--- config.mk ---
export PLATFORM = sky130hd
export DESIGN_NAME = ssms_cell
export DESIGN_NICKNAME = d
export VERILOG_FILES = /design/src/design/ssms_pkg.sv /design/src/design/ssms_cell.sv
export SDC_FILE = /design/constraint.sdc
export NUM_CORES = 1
export LEC_CHECK = 0
export BUFFER_PORTS_ARGS = -buffer_cell sky130_fd_sc_hd__buf_2
export CAP_MARGIN = 20
export CORE_MARGIN = 5
export CORE_UTILIZATION = 37
export DETAILED_ROUTE_END_ITERATION = 7
export GPL_ROUTABILITY_DRIVEN = 0
export PLACE_DENSITY = 0.75
export SYNTH_ARGS = -nofsm -noshare
export SYNTH_HDL_FRONTEND = slang
export SYNTH_SLANG_ARGS = --single-unit
--- constraint.sdc ---
create_clock -name clk_i -period 1.4 [get_ports clk_i]
set_input_delay 0.07 -clock clk_i [delete_from_list [all_inputs] [get_ports clk_i]]
set_output_delay 0.07 -clock clk_i [all_outputs]
set_load 0.02 [all_outputs]
--- src/design/ssms_pkg.sv ---
`default_nettype none

package ssms_pkg;

  // Fixed field widths of the channels
  localparam int PriceW = 16;
  localparam int SpanW  = 11;

  // Defaults for the top-level parameters
  localparam int MaxDaysDef   = 1024;
  localparam int PriceBitsDef = 16;

  // Controller states
  typedef enum logic {
    ST_IDLE,
    ST_SEARCH
  } ssms_state_e;

  // Shift command sent to every cell of the stack chain
  typedef struct packed {
    logic pop;   // every cell takes the entry below it
    logic push;  // every cell takes the entry above it, cell 0 takes the new one
  } ssms_cmd_t;

endpackage

`default_nettype wire

--- src/design/ssms_cell.sv ---
`default_nettype none

module ssms_cell #(
  parameter int PriceBits = 16,
  parameter int DayW      = 10
) (
  input  wire                  clk_i,
  input  ssms_pkg::ssms_cmd_t  cmd_i,
  input  wire [PriceBits-1:0]  up_price_i,
  input  wire [DayW-1:0]       up_day_i,
  input  wire [PriceBits-1:0]  dn_price_i,
  input  wire [DayW-1:0]       dn_day_i,
  output logic [PriceBits-1:0] price_o,
  output logic [DayW-1:0]      day_o
);
  import ssms_pkg::*;

  logic [PriceBits-1:0] price_q;
  logic [DayW-1:0]      day_q;

  // One stack slot: shifts toward the bottom on push, toward the top on pop
  always_ff @(posedge clk_i) begin
    if (cmd_i.push) begin
      price_q <= up_price_i;
      day_q   <= up_day_i;
    end else if (cmd_i.pop) begin
      price_q <= dn_price_i;
      day_q   <= dn_day_i;
    end
  end

  assign price_o = price_q;
  assign day_o   = day_q;

endmodule

`default_nettype wire

==> results.toml <==
[worst_setup_path]
endpoint = "day_o[1]"
critPathKind = "reg -> out"
required_ns = 1.33
critical-path-top-delay-family = "flip-flops"
cp-start-kind = "flip-flop"
worstPathArrival_ns = 0.87
cp_max_fo = 1
path_depth = 1
slowest_stage = "edfxtp_1"
cp_slowest_stage_delay_ns = 0.39
critical_path.cell_chain = "buf_2"
path_buf_inv = 1
critPathCaptureType = "output port"
crit_start = "day_o[1]"

[yosys]
synth_nets = 111
synthDistinctLibCells = 6
synthCells = 56
ys_ff_latch = 26
avgSynthCellArea_um2 = 21.5
ys_seq_area_frac = 0.649
synth_area_um2 = 1200
yosys_warnings = 0

[clock_network]
cts-root-buf = "clkbuf_4"
cts.path.max_buffers = 2
clk_pin_slew_ns = 0.13
cts_buffers = 3
postCtsSetupBuffers = 0
clock_sinks = 26
cts_resized = 0
ctsHoldBuffers = 0
cts.htree.levels = 1
cts_tree = "done"

[sta]
slew_violations = 0
setup_tns_ns = 0
hold_violations = 0
fmax_mhz = 1060
finalWorstSetupSlack_ns = 0.456
setup_viol = 0
worst_slew_pin_slew_ns = 0.323
rsz0062_at_grt = "no"
finalCritPeriodShare = 0.674
fin_hold_ws_ns = 0.0510
min_period_ns = 0.944
slew_headroom = 0.785

[global_routing]
grt_usage = 0.126
antenna_found_initial = 0
first_global_vias = 924
overflow = 0
grt_max_degree = 27
grt_pass1_wl_mm = 4.10

[power_and_ir_drop]
pwr_density_cell_nw_per_um2 = 1010
peakVddDrop_v = 0.000494
power.total_mw = 1.68
leakage_nw = 0.802

[cells_and_area]
layout_commonest_cell = "buf_2"
fin_nets = 197
antenna_cells = 0
drive_above_1_share = 0.807
post-route-util = 0.543
regArea_um2 = 781
synthToLayoutAreaGrowth_pct = 39.0
num-fill-cells = 265
fin_cells = 184
layout_common_cells = "buf_2, edfxtp_1, mux2_4"
design_area_um2 = 1670
multi_input_area_um2 = 370

[floorplanning]
start_util = 0.391
die_h_um = 67.0
design.core.area_um2 = 3080
fp-row-count = 20
die_x_um = 67.0
dieArea_um2 = 4490
ioPinCount = 81

[drt]
route.met3.wl_um = 285
wl_per_cell_um = 13.8
ant_nets = 0
wl_met2_mm = 1.32
viasPerCell = 4.36
met1Wirelength_um = 910
num_vias = 802
dr.pass1.iters = 2
drt_iter0_markers = 17
wl_mm = 2.54
drc = 0
topRoutingLayerUsed = "met4"

[placed_design]
place_area_um2 = 1650
dpl.cell_count = 181
port_buffers = 80
pre_cts_ws_ns = 0.279

[run_status]
status = "complete, no violations"

[flow_run]
cap_violations = 0

[hold_path]
hold_path.class = "in -> reg"
## layout make-up
| class | instances | area share |
|---|---|---|
| clock buffers | 3 | 0.0135 |
| multi-input cells | 27 | 0.222 |
| flip-flops and latches | 26 | 0.467 |
| well taps | 44 | 0.0329 |
| repair buffers | 84 | 0.265 |
## power by group
part           internal [mW]  total (mW)  switching [mW]  leakage [nW]
Sequential             0.954       0.971          0.0177         0.265
Combinational          0.196       0.407           0.211         0.524
Clock                  0.100       0.305           0.205        0.0138
Total                   1.25        1.68           0.433         0.802
## synthesized netlist by cell type
| master | number | share of area |
|---|---|---|
| edfxtp_1 | 26 | 0.65 |
| mux2_4 | 19 | 0.24 |
| mux2_2 | 7 | 0.066 |
| buf_12 | 2 | 0.033 |
| buf_6 | 1 | 0.0094 |
| or2_1 | 1 | 0.0052 |
## kinds of logic after synthesis
logic type / after synthesis / synth area share
mux: 26 / 0.303
flops: 26 / 0.649
buf+inv: 3 / 0.0427
simple gates: 1 / 0.00521
## routing by layer
metal,GRT usage,vias to the layer above
li1,-,387
met1,0.137,366
met2,0.220,47
met3,0.0371,2
met4,0.0608,0
met5,0,-
## sequential cells by signal (all words and copies together) (netlist names)
register / count
price_o: 16
day_o: 10
## worst min-delay path by stage
stage / startpoint / cells after the start / slack (ns) / endpoint
final: up_day_i[4] / 2 / 0.05 / day_o[4]
after CTS: up_price_i[5] / 2 / 0.04 / price_o[5]
after global routing: dn_price_i[5] / 2 / 0.03 / price_o[5]
after floorplan: up_day_i[3] / 1 / 0.29 / day_o[3]
after global placement: dn_day_i[1] / 2 / 0.37 / day_o[1]
after detailed placement: up_price_i[5] / 2 / 0.37 / price_o[5]
Note: power is estimated with default switching activity, not from simulation.
