<file path="src/design/ssms_pkg.sv">
`default_nettype none

package ssms_pkg;

  // Fixed field widths of the channels
  localparam int PriceW = 16;
  localparam int SpanW  = 11;

  // Defaults for the top-level parameters
  localparam int MaxDaysDef   = 1024;
  localparam int PriceBitsDef = 16;

  // Controller states
  typedef enum logic {
    ST_IDLE,
    ST_SEARCH
  } ssms_state_e;

  // Shift command sent to every cell of the stack chain
  typedef struct packed {
    logic pop;   // every cell takes the entry below it
    logic push;  // every cell takes the entry above it, cell 0 takes the new one
  } ssms_cmd_t;

endpackage

`default_nettype wire

</file>
<file path="src/design/ssms_in_if.sv">
`default_nettype none

interface ssms_in_if;
  logic                        valid;
  logic                        ready;
  logic [ssms_pkg::PriceW-1:0] price;
  logic                        last_day;

  modport source (output valid, output price, output last_day, input ready);
  modport sink   (input valid, input price, input last_day, output ready);
endinterface

`default_nettype wire

</file>
<file path="src/design/ssms_out_if.sv">
`default_nettype none

interface ssms_out_if;
  logic                       valid;
  logic                       ready;
  logic [ssms_pkg::SpanW-1:0] span_days;
  logic                       saturated;
  logic                       series_end;

  modport source (output valid, output span_days, output saturated, output series_end,
                  input ready);
  modport sink   (input valid, input span_days, input saturated, input series_end,
                  output ready);
endinterface

`default_nettype wire

</file>
<file path="src/design/ssms_ctrl.sv">
`default_nettype none

module ssms_ctrl #(
  parameter int MaxDays   = 1024,
  parameter int PriceBits = 16,
  parameter int DayW      = 10
) (
  input  wire                  clk_i,
  input  wire                  rst_ni,
  ssms_in_if.sink              in_i,
  ssms_out_if.source           out_o,
  input  wire [PriceBits-1:0]  top_price_i,
  input  wire [DayW-1:0]       top_day_i,
  output ssms_pkg::ssms_cmd_t  cmd_o,
  output logic [PriceBits-1:0] new_price_o,
  output logic [DayW-1:0]      new_day_o
);
  import ssms_pkg::*;

  localparam int CntW = $clog2(MaxDays + 1);
  localparam logic [SpanW-1:0] SatSpan = SpanW'(MaxDays % (2 ** SpanW));

  ssms_state_e          state_q, state_d;
  logic [PriceBits-1:0] price_q, price_d;
  logic                 last_q, last_d;
  logic [CntW-1:0]      fill_q, fill_d;
  logic [CntW-1:0]      day_q, day_d;
  logic                 out_valid_q, out_valid_d;
  logic [SpanW-1:0]     span_q, span_d;
  logic                 sat_q, sat_d;
  logic                 end_q, end_d;

  logic                 out_free;
  logic                 is_sat;
  logic                 top_valid;
  logic                 do_pop;
  logic                 finish;
  logic [CntW-1:0]      span_calc;

  // Search step: pop one lower entry per cycle, then answer and, below the day limit, push
  always_comb begin
    out_free  = !out_valid_q || out_o.ready;
    is_sat    = day_q >= CntW'(MaxDays);
    top_valid = fill_q != '0;
    do_pop    = (state_q == ST_SEARCH) && !is_sat && top_valid && (price_q > top_price_i);
    finish    = (state_q == ST_SEARCH) && !do_pop && out_free;
    span_calc = top_valid ? (day_q - CntW'(top_day_i)) : (day_q + CntW'(1));

    cmd_o.pop   = do_pop;
    cmd_o.push  = finish && !is_sat;
    new_price_o = price_q;
    new_day_o   = day_q[DayW-1:0];
  end

  // Next state, counters and result register
  always_comb begin
    state_d     = state_q;
    price_d     = price_q;
    last_d      = last_q;
    fill_d      = fill_q;
    day_d       = day_q;
    out_valid_d = out_valid_q;
    span_d      = span_q;
    sat_d       = sat_q;
    end_d       = end_q;
    in_i.ready  = 1'b0;

    if (out_o.ready) begin
      out_valid_d = 1'b0;
    end

    case (state_q)
      ST_IDLE: begin
        in_i.ready = 1'b1;
        if (in_i.valid) begin
          price_d = PriceBits'(in_i.price);
          last_d  = in_i.last_day;
          state_d = ST_SEARCH;
        end
      end
      ST_SEARCH: begin
        if (do_pop) begin
          fill_d = fill_q - CntW'(1);
        end else if (finish) begin
          out_valid_d = 1'b1;
          span_d      = is_sat ? SatSpan : SpanW'(span_calc);
          sat_d       = is_sat;
          end_d       = last_q;
          if (!is_sat) begin
            fill_d = fill_q + CntW'(1);
            day_d  = day_q + CntW'(1);
          end
          if (last_q) begin
            fill_d = '0;
            day_d  = '0;
          end
          state_d = ST_IDLE;
        end
      end
      default: begin
        state_d = ST_IDLE;
      end
    endcase
  end

  // Control registers
  always_ff @(posedge clk_i or negedge rst_ni) begin
    if (!rst_ni) begin
      state_q     <= ST_IDLE;
      fill_q      <= '0;
      day_q       <= '0;
      out_valid_q <= 1'b0;
    end else begin
      state_q     <= state_d;
      fill_q      <= fill_d;
      day_q       <= day_d;
      out_valid_q <= out_valid_d;
    end
  end

  // Payload registers
  always_ff @(posedge clk_i) begin
    price_q <= price_d;
    last_q  <= last_d;
    span_q  <= span_d;
    sat_q   <= sat_d;
    end_q   <= end_d;
  end

  assign out_o.valid      = out_valid_q;
  assign out_o.span_days  = span_q;
  assign out_o.saturated  = sat_q;
  assign out_o.series_end = end_q;

  // Checks
  a_pop_nonempty: assert property (@(posedge clk_i) disable iff (!rst_ni)
    cmd_o.pop |-> fill_q != '0)
    else $error("pop with empty stack");

  a_pop_push_excl: assert property (@(posedge clk_i) disable iff (!rst_ni)
    !(cmd_o.pop && cmd_o.push))
    else $error("pop and push in the same cycle");

  a_fill_le_day: assert property (@(posedge clk_i) disable iff (!rst_ni)
    fill_q <= day_q)
    else $error("stack holds more entries than days seen");

  a_accept_search: assert property (@(posedge clk_i) disable iff (!rst_ni)
    in_i.valid && in_i.ready |=> state_q == ST_SEARCH)
    else $error("accepted transaction did not start a search");

  a_result_no_drop: assert property (@(posedge clk_i) disable iff (!rst_ni)
    out_valid_q && !out_o.ready |=> out_valid_q)
    else $error("pending result dropped");

endmodule

`default_nettype wire

</file>
<file path="src/flat_wrapper.sv">
// flat-port wrapper written by rule: the top's interface ports become plain ports
module ssms_ctrl_flat import ssms_pkg::*;
#(
  parameter int MaxDays   = 1024,
  parameter int PriceBits = 16,
  parameter int DayW      = 10
)
  (clk_i, rst_ni, top_price_i, top_day_i, cmd_o, new_price_o, new_day_o, in_i_valid, in_i_price, in_i_last_day, in_i_ready, out_o_valid, out_o_span_days, out_o_saturated, out_o_series_end, out_o_ready);
  ssms_in_if in_i_i ();
  ssms_out_if out_o_i ();
  input  wire clk_i;
  input  wire rst_ni;
  input  wire [PriceBits-1:0] top_price_i;
  input  wire [DayW-1:0] top_day_i;
  output ssms_pkg::ssms_cmd_t cmd_o;
  output logic [PriceBits-1:0] new_price_o;
  output logic [DayW-1:0] new_day_o;
  input wire logic [$bits(in_i_i.valid)-1:0] in_i_valid;
  input wire logic [$bits(in_i_i.price)-1:0] in_i_price;
  input wire logic [$bits(in_i_i.last_day)-1:0] in_i_last_day;
  output wire logic [$bits(in_i_i.ready)-1:0] in_i_ready;
  output wire logic [$bits(out_o_i.valid)-1:0] out_o_valid;
  output wire logic [$bits(out_o_i.span_days)-1:0] out_o_span_days;
  output wire logic [$bits(out_o_i.saturated)-1:0] out_o_saturated;
  output wire logic [$bits(out_o_i.series_end)-1:0] out_o_series_end;
  input wire logic [$bits(out_o_i.ready)-1:0] out_o_ready;
  assign in_i_i.valid = in_i_valid;
  assign in_i_i.price = in_i_price;
  assign in_i_i.last_day = in_i_last_day;
  assign in_i_ready = in_i_i.ready;
  assign out_o_valid = out_o_i.valid;
  assign out_o_span_days = out_o_i.span_days;
  assign out_o_saturated = out_o_i.saturated;
  assign out_o_series_end = out_o_i.series_end;
  assign out_o_i.ready = out_o_ready;
  ssms_ctrl #(.MaxDays(MaxDays), .PriceBits(PriceBits), .DayW(DayW)) u_core (.clk_i(clk_i), .rst_ni(rst_ni), .in_i(in_i_i), .out_o(out_o_i), .top_price_i(top_price_i), .top_day_i(top_day_i), .cmd_o(cmd_o), .new_price_o(new_price_o), .new_day_o(new_day_o));
endmodule
</file>
<file path="config.mk">
export PLATFORM = sky130hd
export DESIGN_NAME = ssms_ctrl_flat
export DESIGN_NICKNAME = d
export VERILOG_FILES = /design/src/design/ssms_pkg.sv /design/src/design/ssms_in_if.sv /design/src/design/ssms_out_if.sv /design/src/design/ssms_ctrl.sv /design/src/flat_wrapper.sv
export SDC_FILE = /design/constraint.sdc
export NUM_CORES = 1
export LEC_CHECK = 0
export BUFFER_PORTS_ARGS = -buffer_cell sky130_fd_sc_hd__buf_2
export CORE_UTILIZATION = 50
export DETAILED_ROUTE_END_ITERATION = 16
export HOLD_SLACK_MARGIN = 0.05
export PLACE_DENSITY = 0.76
export SLEW_MARGIN = 15
export SYNTH_ARGS = -nofsm -noshare
export SYNTH_HDL_FRONTEND = slang
export SYNTH_SLANG_ARGS = --single-unit
</file>
<file path="constraint.sdc">
create_clock -name clk_i -period 6.4 [get_ports clk_i]
set_input_delay 0.64 -clock clk_i [delete_from_list [all_inputs] [get_ports clk_i]]
set_output_delay 0.64 -clock clk_i [all_outputs]
set_load 0.1 [all_outputs]
</file>
==> key figures <==
Run status
  – Status: completed

Clock network
  – CTS tree: yes
  – # clock sinks: 54
  – Post-CTS Repair Setup Buffers: 0
  – Post_cts resized: 0
  – CTS clk-pin slew, worst paths: 100 ps
  – Skew-Pair Late Insertion Delay: 300 ps
  – H-tree depth: 2
  – TritonCTS buffer count: 5
  – Buffer depth of the longest clock path: 2
  – Clk root buf: clkbuf_8
  – Cts hold-fix bufs: 0

Routing
  – ANT nets after route: 0
  – Detailed Route WL: 7957 um
  – Via-per-instance ratio: 5.604
  – Initial DRC count: 142
  – Vias: 3,054
  – Drc violations: 0
  – Drt pass-1 iters: 5
  – Drt wl/cell: 14.60 um

STA
  – Achievable Freq: 0.2666 GHz
  – Slew Limit Fails: 0
  – Relative slew slack: 31.36%
  – Crit path time final: 3751 ps
  – Setup TNS Final: 0 ps
  – Finish-stage setup viols: 0
  – Worst Clk Skew: 13.29 ps
  – Tcrit/Tclk final: 58.61%
  – Final hold violations: 0
  – Worst Tran Pin Value: 1026 ps
  – Unrepaired setup endpoints after global routing: false

Floorplan
  – IO Pins: 90
  – Die height: 87.38 um
  – Core footprint: 6907 um^2
  – # rows: 30
  – Die area: 7635 um^2
  – Die Wd: 87.38 um
  – Initial cell density of the core: 52.77%

GRT
  – Vias in the first global route: 2,749
  – M3 GR Usage: 3.318%
  – Global route hottest layer: met2
  – Total grt overflow: 0
  – Antenna violations before repair: 0
  – Met2 Usage GRT: 34.52%
  – Met1 Use GR: 29.23%
  – First-pass GRT wire length: 12,650 um
  – Pin count of the biggest net entering global routing: 25
  – Tot GR Track Use: 21.27%

Synthesis
  – Synth Flop Type: edfxtp_1
  – Cells after Synth: 375
  – Warnings from Yosys: 0
  – Yosys top cell area share: 24.72%
  – Syn_nets: 453
  – Synth top area cells: edfxtp_1, dfrtp_1, ha_1, inv_1, a21oi_1
  – Area leader, netlist: edfxtp_1
  – Flop and latch count out of synthesis: 54
  – Post-Syn Area: 3645 um^2
  – Netlist cell types: 62
  – Post-synth EDFFs: 30
  – Async SR Flop Fraction: 44.44%
  – Syn Area/Cell: 9.719 um^2
  – Seq/Total Area, Yosys: 41.19%

Worst setup path
  – Crit Path Max Fanout: 16
  – Startpoint type of the worst setup path: input port
  – WP data arrival: 3110 ps
  – WP data required: 5760 ps
  – Crit end category: primary output
  – Kind of critical path: input port to primary output

Final layout
  – # diodes: 0
  – Finished Cell Area: 4146 um^2
  – Layout cells sized above 1: 26.50%
  – Final net count: 526
  – Area growth, synth to finish: 13.77%

Placement
  – DP Area: 4036 um^2
  – HPWL after detailed placement: 6182 um
  – GP Congestion: 0.8722
  – IO Port Bufs: 89

Pwr
  – Power consumption: 1.834 mW
  – LEAKAGE: 1.963 nW
  – Pwr dens: 442.2 nW/um^2
  – VDD IR max: 0.0002149 V

Worst hold path
  – Hold Crit Class: input port to async pin

Job
  – Max-cap violation count: 0
[per-layer routing]
layer	share of wire, %	vias to the layer above
met4	1.7	0
met1	45	1416
li1	-	1511
met2	47	114
met3	6.1	13
met5	0	-
[critical path: stages]
cell,delay [ps]
buf_2,70
inv_1,40
ha_1,320
nand4_1,200
nor2_1,80
o2bb2ai_1,190
o31ai_4,620
inv_2,270
nor3_1,220
buf_2,450
[per-stage QoR]
stage	hold slack (ps)	setup slack, ps	cells	util, %
after floorplan	344.4	1383	375	-
after global placement	499.2	2769	537	58.44
after detailed placement	513.9	2703	537	58.44
after CTS	330.4	2639	545	60.04
after global routing	360.9	2398	545	60.04
final	309.5	2649	545	60.04
[cells in the final DEF (no fill, tap or decap), types with 4 or more instances in the layout]
cell / synthesis / layout
buf_2: 2 / 89
inv_1: 36 / 36
ha_1: 30 / 30
edfxtp_1: 30 / 30
a21oi_1: 25 / 25
nand2_1: 25 / 25
dfrtp_1: 24 / 24
nor2_1: 19 / 19
nand3_1: 17 / 17
nor3_1: 13 / 13
o21ai_0: 10 / 10
nand2b_1: 10 / 10
and3_1: 9 / 9
nand4_1: 7 / 7
a21o_1: 7 / 7
a211oi_1: 6 / 6
or4_1: 6 / 6
nor2b_1: 5 / 5
a311oi_1: 5 / 5
a22o_1: 5 / 5
clkbuf_8: 2 / 5
o21a_1: 4 / 4
or2_2: 4 / 4
xnor2_1: 4 / 4
[final timing paths]
| check | from | to | slack, ps | cells after the start |
|---|---|---|---|---|
| setup / recovery | top_price_i[13] | cmd_o[0] | 2650 | 10 |
| max in group asynchronous | rst_ni | u_core.day_q[9] | 5710 | 1 |
| hold / removal | rst_ni | u_core.day_q[3] | 310 | 1 |
| setup reg to reg | u_core.fill_q[0] | u_core.out_o.span_days[7] | 3040 | 8 |
| min in group clk_i | in_i_last_day | u_core.last_q | 500 | 1 |
| hold reg to reg | u_core.out_o.valid | u_core.out_o.valid | 550 | 2 |
[state kept, by name, indices dropped and copies added, names as in the netlist]
register	flops
u_core.day_q	11
u_core.out_o.valid	1
u_core.fill_q	11
u_core.out_o.series_end	1
u_core.new_price_o	16
u_core.out_o.saturated	1
u_core.last_q	1
u_core.state_q	1
u_core.out_o.span_days	11
[synthesized netlist by cell type, types with 6 or more instances]
cell,number
nand2b_1,10
or4_1,6
ha_1,30
and3_1,9
dfrtp_1,24
inv_1,36
a21oi_1,25
nand2_1,25
nor3_1,13
a211oi_1,6
o21ai_0,10
a21o_1,7
edfxtp_1,30
nand4_1,7
nand3_1,17
buf_4,11
nor2_1,19
[kinds of logic (layout without fill, tap and decap cells)]
logic type | after synthesis | after routing | share of synthesized area [%]
AOI/OAI and AO/OA | 88 | 88 | 17.20
xor gates and xnor gates | 6 | 6 | 1.442
adders and majority gates | 31 | 31 | 10.85
buffers and inverters | 62 | 136 | 8.994
DFF | 54 | 54 | 41.19
muxes | 1 | 1 | 0.2746
and+or+nand+nor | 133 | 133 | 20.05
[where the power goes]
part	switching [mW]	total, mW	internal (mW)
Sequential	0.0870	0.572	0.485
Combinational	0.802	1.03	0.232
Clock	0.110	0.227	0.117
[final cells by class]
cell class,count,area (um^2)
Clock buffer,6,72.57
Clock inverter,2,37.54
Fill cell,628,2760
Inverter,37,138.9
Multi-Input combinational cell,259,1815
Sequential cell,54,1501
Tap cell,96,120.1
Timing Repair Buffer,91,460.4
No activity file was read; power rests on OpenSTA's default activity.
